**src/rtl/core/tdd_pkg.sv**
```systemverilog
`timescale 1ns / 1ps

package tdd_pkg;

    // Number of identifiers the set can hold.
    localparam int SET_CAPACITY = 64;

    // Width of the entry counter (it must reach SET_CAPACITY itself).
    localparam int CNT_W = $clog2(SET_CAPACITY + 1);
    // Width of an index into the identifier store.
    localparam int IDX_W = (SET_CAPACITY > 1) ? $clog2(SET_CAPACITY) : 1;

    localparam int ID_W      = 128;
    localparam int DIGIT_W   = 6;
    localparam logic [DIGIT_W-1:0] ID_DIGITS = DIGIT_W'(32);

    localparam int BYTE_W     = 8;
    localparam int STATUS_W   = 2;
    localparam int HELD_W     = 7;

    localparam int QUEUE_DEPTH = 2;
    localparam int QPTR_W      = (QUEUE_DEPTH > 1) ? $clog2(QUEUE_DEPTH) : 1;
    localparam int QCNT_W      = $clog2(QUEUE_DEPTH + 1);

    localparam logic [BYTE_W-1:0] CH_ZERO  = 8'h30;
    localparam logic [BYTE_W-1:0] CH_NINE  = 8'h39;
    localparam logic [BYTE_W-1:0] CH_LOW_A = 8'h61;
    localparam logic [BYTE_W-1:0] CH_LOW_F = 8'h66;
    localparam logic [BYTE_W-1:0] CH_TERM  = 8'h00;

    typedef enum logic [STATUS_W-1:0] {
        ST_ADDED     = 2'd0,
        ST_MALFORMED = 2'd1,
        ST_DUPLICATE = 2'd2,
        ST_FULL      = 2'd3
    } t_status;

    typedef enum logic [1:0] {
        B_IDLE,
        B_SCAN,
        B_RESULT
    } t_back_state;

    // One finished identifier as handed from the parser to the set logic.
    typedef struct packed {
        logic            ok;
        logic [ID_W-1:0] value;
    } t_id_entry;

    // Handshake between queue and its neighbours.
    typedef struct packed {
        logic push;
        logic pop;
    } t_q_req;

    typedef struct packed {
        logic full;
        logic empty;
    } t_q_stat;

    typedef struct packed {
        logic       is_hex;
        logic [3:0] nib;
    } t_hex_digit;

    function automatic t_hex_digit hex_decode(input logic [BYTE_W-1:0] b);
        t_hex_digit r;
        r.is_hex = 1'b0;
        r.nib    = 4'd0;
        if (b inside {[CH_ZERO:CH_NINE]}) begin
            r.is_hex = 1'b1;
            r.nib    = b[3:0];
        end else if (b inside {[CH_LOW_A:CH_LOW_F]}) begin
            r.is_hex = 1'b1;
            r.nib    = 4'(b[3:0] + 4'd9);
        end
        return r;
    endfunction

endpackage

```
**src/rtl/core/tdd_queue.sv**
```systemverilog
`timescale 1ns / 1ps

module tdd_queue (
    input  logic               i_clk,
    input  logic               i_rst_n,
    input  tdd_pkg::t_q_req    i_req,
    input  tdd_pkg::t_id_entry i_entry,
    output tdd_pkg::t_q_stat   o_stat,
    output tdd_pkg::t_id_entry o_head
);

    tdd_pkg::t_id_entry          r_slot [tdd_pkg::QUEUE_DEPTH];
    logic [tdd_pkg::QPTR_W-1:0]  r_wr_ptr, r_rd_ptr;
    logic [tdd_pkg::QCNT_W-1:0]  r_fill;
    logic                        w_push, w_pop;

    assign o_stat.full  = (r_fill == tdd_pkg::QCNT_W'(tdd_pkg::QUEUE_DEPTH));
    assign o_stat.empty = (r_fill == '0);
    assign o_head       = r_slot[r_rd_ptr];

    assign w_push = i_req.push && !o_stat.full;
    assign w_pop  = i_req.pop && !o_stat.empty;

    always_ff @(posedge i_clk) begin
        if (w_push) begin
            r_slot[r_wr_ptr] <= i_entry;
        end
    end

    always_ff @(posedge i_clk) begin
        if (!i_rst_n) begin
            r_wr_ptr <= '0;
            r_rd_ptr <= '0;
            r_fill   <= '0;
        end else begin
            if (w_push) begin
                r_wr_ptr <= r_wr_ptr + 1'b1;
            end
            if (w_pop) begin
                r_rd_ptr <= r_rd_ptr + 1'b1;
            end
            if (w_push && !w_pop) begin
                r_fill <= r_fill + 1'b1;
            end else if (w_pop && !w_push) begin
                r_fill <= r_fill - 1'b1;
            end
        end
    end

endmodule

```
**config.mk**
```make
export PLATFORM = sky130hd
export DESIGN_NAME = tdd_queue
export DESIGN_NICKNAME = d
export VERILOG_FILES = /design/src/rtl/core/tdd_pkg.sv /design/src/rtl/core/tdd_queue.sv
export SDC_FILE = /design/constraint.sdc
export NUM_CORES = 1
export LEC_CHECK = 0
export ABC_AREA = 1
export BUFFER_PORTS_ARGS = -buffer_cell sky130_fd_sc_hd__buf_2
export CORE_ASPECT_RATIO = 1.2
export CORE_MARGIN = 10
export CORE_UTILIZATION = 30
export DETAILED_ROUTE_END_ITERATION = 10
export PLACE_DENSITY = 0.63
export SYNTH_ARGS = -nofsm -noshare
export SYNTH_HDL_FRONTEND = slang
export SYNTH_SLANG_ARGS = --single-unit
```
**constraint.sdc**
```tcl
create_clock -name i_clk -period 20.8 [get_ports i_clk]
set_input_delay 3.12 -clock i_clk [delete_from_list [all_inputs] [get_ports i_clk]]
set_output_delay 3.12 -clock i_clk [all_outputs]
set_load 0.01 [all_outputs]
```
==> flow_summary.yaml <==
run_status:
  outcome: "finished clean"
timing:
  layout_setup_ws_ns: 14.77
  fin_setup_tns_ns: 0
  setup_viol: 0
  post-route-min-period_ns: 6.031
  rsz0062_at_grt: "no"
  worstMarginPinSlew_ns: 0.9712
  hold_violations: 0
  slew_headroom_pct: 35.25
  drv_slew: 0
  skew_ns: 0.01147
  finalCritPeriodShare_pct: 28.99
  fmax_mhz: 165.8
setup_path:
  crit_fanout: 69
  rr_worst_depth: 3
  crit_arrival_ns: 2.91
  required_ns: 17.68
  r2r-start: "r_fill[0]$_SDFFE_PN0P_"
  rr_endpoint: "r_slot[1][60]$_DFFE_PP_"
  reg2reg_slack_ns: 18.70
  start_kind: "flop"
  path_class: "reg -> out"
  worst_setup_path_end_kind: "primary output"
clock_network:
  cts_htree_levels: 1
  cts_tree: "done"
  postCtsSetupBuffers: 0
  cts_hold_buf: 0
  insertion_delay_ns: 0.53
  numCtsBuffers: 27
  clock-sinks: 263
  clkTransAtPathRegs_ns: 0.06
  cts_max_path_buffers: 3
  root_buffer: "clkbuf_16"
  cts-resized-gates: 0
worst_hold_path:
  hold_end: "r_wr_ptr$_SDFFE_PN0P_"
  whs_path_depth: 2
  hold_start: "r_wr_ptr$_SDFFE_PN0P_"
  hp-class: "reg -> reg"
grt:
  grt_busiest_layer: "met2"
  track_usage_pct: 10.43
  overflow: 0
  use_met2_pct: 17.87
  grt_pass1_vias: 5388
  antenna_found_initial: 11
  use_met1_pct: 11.08
  use_met3_pct: 4.420
  grt_max_degree: 70
  grt_pass1_wl_um: 31930
yosys:
  yosysWarningCount: 0
  synth-seq-cells: 263
  avgSynthCellArea_um2: 21.85
  ys_types: 13
  synth_nets: 573
  synth_edf_count: 258
  synth_area_leaders: "edfxtp_1 81%, mux2_2 15%, buf_6 1.5%"
  synth_most_common_cell: "edfxtp_1"
  synth_area_mm2: 0.009593
  ys.flop_type: "edfxtp_1"
  synth-async-reset-ratio_pct: 0
  synth_top_area_cell: "edfxtp_1"
  synth.top_cell.area_share_pct: 80.76
  ys_seq_area_share_pct: 81.81
  synth_commonest_cells: "258 x edfxtp_1, 129 x mux2_2, 13 x buf_6"
  synth_cells: 439
placed_design:
  hpwlAfterDp_um: 14770
  gp_congestion: 0.6958
  dpl-instance-area_mm2: 0.01132
  io_buffers: 263
  pre_cts_ws_ns: 15.18
power_and_ir_drop:
  intPower_uw: 1094
  sequentialPowerShare_pct: 47.1
  p_leak_uw: 0.004494
  comb_power_share_pct: 20.7
  total_power_uw: 1485
  power_frac_clock_pct: 32.2
  peakVddDrop_uv: 62.58
  switching_share_pct: 26.33
  p_switching_uw: 391.0
  power_density_mw_per_mm2: 121.6
route:
  first_pass_iters: 4
  vias: 4945
  ant_nets: 0
  wl_per_cell_um: 18.81
  wl_um: 21590
  avgViaCountPerCell: 4.307
  drt_iter0_drc: 177
  drcViolationCount: 0
layout:
  drive_gt1_share_pct: 59.19
  final_core_util_pct: 38.83
  syn_to_final_growth_pct: 27.29
  fin_area_mm2: 0.01221
  nets: 856
floorplanning:
  pin_count: 264
  die_area_mm2: 0.03956
  num_rows: 71
  dieHeight_um: 215.9
  die_w_um: 183.2
  initial_core_util_pct: 30.50
  coreArea_mm2: 0.03145
flow_run:
  drv_cap: 0
-- worst max-delay path: stages (launching register included) --
cell and delay [ns]:
dfxtp_4 0.88, buf_4 0.87, mux2_2 0.44, buf_2 0.15
-- placed cells by master (no fill, tap or decap), drive strengths merged --
cell type | synthesis | layout
clkinvlp | 0 | 2
dfxtp | 5 | 5
nand2 | 6 | 6
nand3 | 1 | 1
clkinv | 0 | 10
mux2 | 129 | 129
diode | 0 | 7
a21oi | 1 | 1
buf | 14 | 268
nand4 | 1 | 1
ha | 1 | 1
inv | 9 | 9
clkbuf | 0 | 31
nor2 | 11 | 11
edfxtp | 258 | 258
o21ai | 3 | 3
bufinv | 0 | 4
-- layer usage --
layer	wire [um]	part of all wire, %
met3	1875	8.7
met1	8130	38
met2	10940	51
met5	59	0.27
met4	587	2.7
-- flip-flops by register name, summed over array words and instances (netlist names), named ones only --
signal / flops
r_slot: 258
r_fill: 2
r_rd_ptr: 1
r_wr_ptr: 1
-- power groups by stage --
stage	clock network, uW	registers (uW)	logic (uW)
6_report	478	700	307
5_1_grt	516	708	334
4_1_cts	495	702	316
3_5_place_dp	0	713	315
3_3_place_gp	0	709	313
2_1_floorplan	0	708	204
-- cells by family after synthesis --
logic type,share of synthesized area (%)
fa+ha+maj,0.1304
mux,15.14
compound gates,0.2086
flops,81.81
simple gates,0.7826
buf+inv,1.930
-- layout make-up --
cell class	count	area, um^2
sequential	263	7851
multi-input combinational	153	1575
clock buffer	31	690.7
antenna	7	17.52
fill	2950	19240
inverter	9	33.78
timing repair buffer	268	1354
clock inverter	16	186.4
tap	401	501.7
-- worst max-delay path by stage --
stage | end | slack (ns) | cells past startpoint
global placement | o_head[22] | 15.17 | 3
floorplan | r_slot[0][0]$_DFFE_PP_ | 11.55 | 2
finish | o_head[107] | 14.77 | 3
detailed placement | o_head[22] | 15.18 | 3
CTS | o_head[22] | 14.62 | 3
global route | o_head[107] | 14.54 | 3
-- through the flow --
step,instances,hold WS (ns)
after floorplan,439,0.4669
after global placement,1094,0.4820
after detailed placement,1094,0.5130
after CTS,1141,0.5364
after global routing,1145,0.5623
final,1148,0.5312
No activity file was read; power rests on OpenSTA's default activity.
