File: src/rtl/core/tdd_pkg.sv
`timescale 1ns / 1ps

package tdd_pkg;

    // Number of identifiers the set can hold.
    localparam int SET_CAPACITY = 64;

    // Width of the entry counter (it must reach SET_CAPACITY itself).
    localparam int CNT_W = $clog2(SET_CAPACITY + 1);
    // Width of an index into the identifier store.
    localparam int IDX_W = (SET_CAPACITY > 1) ? $clog2(SET_CAPACITY) : 1;

    localparam int ID_W      = 128;
    localparam int DIGIT_W   = 6;
    localparam logic [DIGIT_W-1:0] ID_DIGITS = DIGIT_W'(32);

    localparam int BYTE_W     = 8;
    localparam int STATUS_W   = 2;
    localparam int HELD_W     = 7;

    localparam int QUEUE_DEPTH = 2;
    localparam int QPTR_W      = (QUEUE_DEPTH > 1) ? $clog2(QUEUE_DEPTH) : 1;
    localparam int QCNT_W      = $clog2(QUEUE_DEPTH + 1);

    localparam logic [BYTE_W-1:0] CH_ZERO  = 8'h30;
    localparam logic [BYTE_W-1:0] CH_NINE  = 8'h39;
    localparam logic [BYTE_W-1:0] CH_LOW_A = 8'h61;
    localparam logic [BYTE_W-1:0] CH_LOW_F = 8'h66;
    localparam logic [BYTE_W-1:0] CH_TERM  = 8'h00;

    typedef enum logic [STATUS_W-1:0] {
        ST_ADDED     = 2'd0,
        ST_MALFORMED = 2'd1,
        ST_DUPLICATE = 2'd2,
        ST_FULL      = 2'd3
    } t_status;

    typedef enum logic [1:0] {
        B_IDLE,
        B_SCAN,
        B_RESULT
    } t_back_state;

    // One finished identifier as handed from the parser to the set logic.
    typedef struct packed {
        logic            ok;
        logic [ID_W-1:0] value;
    } t_id_entry;

    // Handshake between queue and its neighbours.
    typedef struct packed {
        logic push;
        logic pop;
    } t_q_req;

    typedef struct packed {
        logic full;
        logic empty;
    } t_q_stat;

    typedef struct packed {
        logic       is_hex;
        logic [3:0] nib;
    } t_hex_digit;

    function automatic t_hex_digit hex_decode(input logic [BYTE_W-1:0] b);
        t_hex_digit r;
        r.is_hex = 1'b0;
        r.nib    = 4'd0;
        if (b inside {[CH_ZERO:CH_NINE]}) begin
            r.is_hex = 1'b1;
            r.nib    = b[3:0];
        end else if (b inside {[CH_LOW_A:CH_LOW_F]}) begin
            r.is_hex = 1'b1;
            r.nib    = 4'(b[3:0] + 4'd9);
        end
        return r;
    endfunction

endpackage

File: src/rtl/core/tdd_front.sv
`timescale 1ns / 1ps

module tdd_front (
    input  logic                       i_clk,
    input  logic                       i_rst_n,
    input  logic                       i_valid,
    output logic                       o_ready,
    input  logic [tdd_pkg::BYTE_W-1:0] i_id_byte,
    input  tdd_pkg::t_q_stat           i_q_stat,
    output logic                       o_push,
    output tdd_pkg::t_id_entry         o_entry
);

    logic [tdd_pkg::DIGIT_W-1:0] r_digit_count, n_digit_count;
    logic                        r_digits_ok, n_digits_ok;
    logic [tdd_pkg::ID_W-1:0]    r_pending, n_pending;
    tdd_pkg::t_hex_digit         w_hex;
    logic                        w_accept;

    assign o_ready  = !i_q_stat.full;
    assign w_accept = i_valid && o_ready;
    assign w_hex    = tdd_pkg::hex_decode(i_id_byte);

    assign o_push         = w_accept && (i_id_byte == tdd_pkg::CH_TERM);
    assign o_entry.ok     = r_digits_ok && (r_digit_count == tdd_pkg::ID_DIGITS);
    assign o_entry.value  = r_pending;

    always_comb begin
        n_digit_count = r_digit_count;
        n_digits_ok   = r_digits_ok;
        n_pending     = r_pending;
        if (w_accept) begin
            if (i_id_byte == tdd_pkg::CH_TERM) begin
                n_digit_count = '0;
                n_digits_ok   = 1'b1;
                n_pending     = '0;
            end else if (!w_hex.is_hex || r_digit_count >= tdd_pkg::ID_DIGITS) begin
                // A bad character or a digit beyond the 32nd spoils the identifier.
                n_digits_ok = 1'b0;
            end else begin
                n_pending     = {r_pending[tdd_pkg::ID_W-5:0], w_hex.nib};
                n_digit_count = r_digit_count + 1'b1;
            end
        end
    end

    always_ff @(posedge i_clk) begin
        if (!i_rst_n) begin
            r_digit_count <= '0;
            r_digits_ok   <= 1'b1;
            r_pending     <= '0;
        end else begin
            r_digit_count <= n_digit_count;
            r_digits_ok   <= n_digits_ok;
            r_pending     <= n_pending;
        end
    end

endmodule

File: config.mk
export PLATFORM = sky130hd
export DESIGN_NAME = tdd_front
export DESIGN_NICKNAME = d
export VERILOG_FILES = /design/src/rtl/core/tdd_pkg.sv /design/src/rtl/core/tdd_front.sv
export SDC_FILE = /design/constraint.sdc
export NUM_CORES = 1
export LEC_CHECK = 0
export BUFFER_PORTS_ARGS = -buffer_cell sky130_fd_sc_hd__buf_4
export CORE_ASPECT_RATIO = 1.75
export CORE_MARGIN = 1.5
export CORE_UTILIZATION = 49
export CTS_BUF_LIST = sky130_fd_sc_hd__clkbuf_16
export CTS_CLUSTER_DIAMETER = 80
export CTS_CLUSTER_SIZE = 16
export DETAILED_ROUTE_END_ITERATION = 10
export GPL_TIMING_DRIVEN = 0
export HOLD_SLACK_MARGIN = 0.08
export PLACE_DENSITY = 0.81
export SLEW_MARGIN = 15
export SYNTH_ARGS = -nofsm -noshare
export SYNTH_HDL_FRONTEND = slang
export SYNTH_SLANG_ARGS = --single-unit
File: constraint.sdc
create_clock -name i_clk -period 1.8 [get_ports i_clk]
set_clock_uncertainty 0.2 [all_clocks]
set_input_delay 0.09 -clock i_clk [delete_from_list [all_inputs] [get_ports i_clk]]
set_output_delay 0.09 -clock i_clk [all_outputs]
set_load 0.1 [all_outputs]
==> impl_metrics.ini <==
[outcome]
status = completed

[placed_design]
dp_slack_ps = -462
dpl_cell_area_um2 = 7590
dp_hpwl_um = 11500
gp_congestion = 0.813
port_buffers = 141

[sta]
setup_viol = 0
slew_viol_final = 0
rsz0062_at_grt = yes
min_period_over_period = 0.995
slew_headroom = 0.621
whs_ps = 139
min_period_ps = 1790
worst_pin_slew_ps = 568
hold_violations = 0
fmax_mhz = 558
finalWorstSetupSlack_ps = 8.65

[floorplanning]
die_w_um = 88.5
initial_core_util = 0.501
dieArea_um2 = 13500
ioPinCount = 144
fp-row-count = 54
core_area_um2 = 12500
chipHeight_um = 153

[route]
wirelength_um = 16300
drt_first_pass_iters = 4
drtIter0Drc = 179
avgRoutedWirePerCell_um = 16.3
viasPerCell = 5.38
drt.antenna.violating_nets = 0
drc = 0
vias = 5378

[critical_path]
cp_num_buf_inv = 2
startpoint_type = flip-flop
crit_path_top_delay_cell = dfxtp_2
worstSetupEndpointType = primary output
crit_chain = inv_2, ha_4, nor4b_4, and3_4, buf_12
crit_required_ps = 1510
cpPeakStageDelay_ps = 330
worst-path-max-fanout = 2
crit_family = simple AND/OR/NAND/NOR gates
critPathKind = flip-flop to primary output
cp.arrival_ps = 1500

[synthesis]
postSynthCellCount = 646
ys_warn_count = 0
ys_seq_area_frac = 0.431
ys.flop_type = dfxtp_1
synth-edff-count = 0
synth_cell_type_count = 41
syn_area_um2 = 6260
syn_nets = 665
yosys.area.top_type_share = 0.431
async_flop_share = 0
synthTopCellsByArea = dfxtp_1, nand3_2, a21boi_1
syn_area_per_cell_um2 = 9.70
synth.most_common_cell = dfxtp_1
yosysTopAreaCell = dfxtp_1
yosys-top-cells-count = dfxtp_1, nand2_1, a21boi_1
ys_ff_latch = 135

[grt]
antenna_found_initial = 0
grt_overflow = 0
grt_pass1_wl_um = 26500
grt_pass1_vias = 5675
grtUsageTotal = 0.245
grt_max_degree = 17

[hold_path]
hold_path.class = input port to flip-flop

[clock_network]
clock_latency_ps = 420
clockBufferDepth = 2
numCtsBuffers = 17
path_clk_slew_ps = 60
cts_tree = built
htreeDepth = 4
cts_sinks = 135
root_buffer = clkbuf_16

[cells_and_area]
syn_to_final_growth_pct = 34.9
final_core_util = 0.676
fillCellCount = 971
drive_gt1_frac = 0.407
diodes = 0
final_cell_area_um2 = 8450
nets = 838

[pwr]
p_total_uw = 7030
power_leakage_uw = 0.00315
ir_drop_v = 0.000658
power.density_nw_per_um2 = 832

[job]
drv_cap = 0
==> final timing paths <==
kind	cells past startpoint	end	from	slack, ps
setup reg to reg	6	r_digit_count[1]	r_digit_count[5]	80
hold reg to reg	2	r_pending[126]	r_pending[122]	270
hold / removal	5	r_digit_count[3]	i_id_byte[6]	140
setup / recovery	5	o_entry[128]	r_digit_count[1]	9
==> logic make-up (layout without fill, tap and decap cells) <==
logic type,Yosys count,count (layout),share of synthesized area
flip-flops,135,135,0.431
XOR/XNOR,1,1,0.00140
adder cells (fa/ha/maj),6,6,0.0120
AO/OA/AOI/OAI,152,152,0.188
multiplexers,1,1,0.00160
AND/OR/NAND/NOR,288,288,0.292
buffers and inverters,63,248,0.0735
==> per-stage QoR <==
step	TNS (ps)	std cells
3_5_place_dp	-44880	955
4_1_cts	-11.0	999
5_1_grt	-56.2	999
3_3_place_gp	-35890	955
6_report	0	999
2_1_floorplan	0	646
==> report_power, final <==
part / leakage (uW) / switching (uW) / internal, uW
sequential: 0.00109 / 1.78 / 2990
clock: 0.000308 / 1330 / 2440
combinational: 0.00175 / 144 / 120
==> worst reg2reg max path: stages, from the launching register on <==
cell	delay, ps
dfxtp_1	370
nor2_1	140
a21boi_4	270
buf_8	190
buf_4	190
nand2_1	80
a21boi_1	190
==> what timing repair did <==
| item | in CTS | in global routing |
|---|---|---|
| endpoints found under the hold margin | 8 | 0 |
| setup buffers | 2 | 0 |
| gates resized for setup | 15 | 13 |
| pin swaps | 2 | 1 |
| setup endpoints to repair | 92 | 101 |
| hold buffers | 11 | 0 |
==> final cells by class <==
type / instances / area (um2) / share of cell area
multi-input combinational: 448 / 3190 / 0.378
clock inverter: 14 / 206 / 0.0244
tap: 168 / 210 / 0.0249
inverter: 6 / 41.3 / 0.00489
clock buffer: 17 / 425 / 0.0503
buffer: 57 / 469 / 0.0555
sequential: 135 / 2710 / 0.320
timing repair buffer: 154 / 1200 / 0.142
==> registers in the layout, indices dropped and copies added (netlist names) <==
signal	flops
r_digit_count	6
r_digits_ok	1
r_pending	128
==> layer usage <==
metal / track usage / vias to the layer above / wire length [um]
li1: - / 2565 / -
met2: 0.459 / 167 / 8970
met1: 0.250 / 2599 / 6010
met5: 0 / - / 0
met3: 0.0585 / 47 / 836
met4: 0.103 / 0 / 439
==> cells in the final DEF (no fill, tap or decap), types with 2 or more instances in the layout <==
cell / count
dlygate4sd3_1: 10
a21o_1: 3
clkbuf_4: 3
buf_1: 2
nand2_1: 134
o21a_1: 2
clkinv_2: 3
a21oi_1: 4
a21boi_2: 10
o21ai_0: 3
ha_4: 2
nand3_1: 35
ha_1: 4
nand3_2: 100
dfxtp_2: 2
nor2_1: 5
inv_8: 2
bufinv_16: 5
dfxtp_1: 133
nor4b_4: 2
clkbuf_1: 17
nand2b_1: 2
buf_12: 11
a21boi_1: 110
inv_2: 2
buf_8: 2
buf_6: 4
clkinv_4: 2
buf_2: 17
buf_4: 142
a21boi_0: 9
clkinv_1: 2
clkinvlp_4: 2
clkbuf_16: 17
No activity file was read; power rests on OpenSTA's default activity.
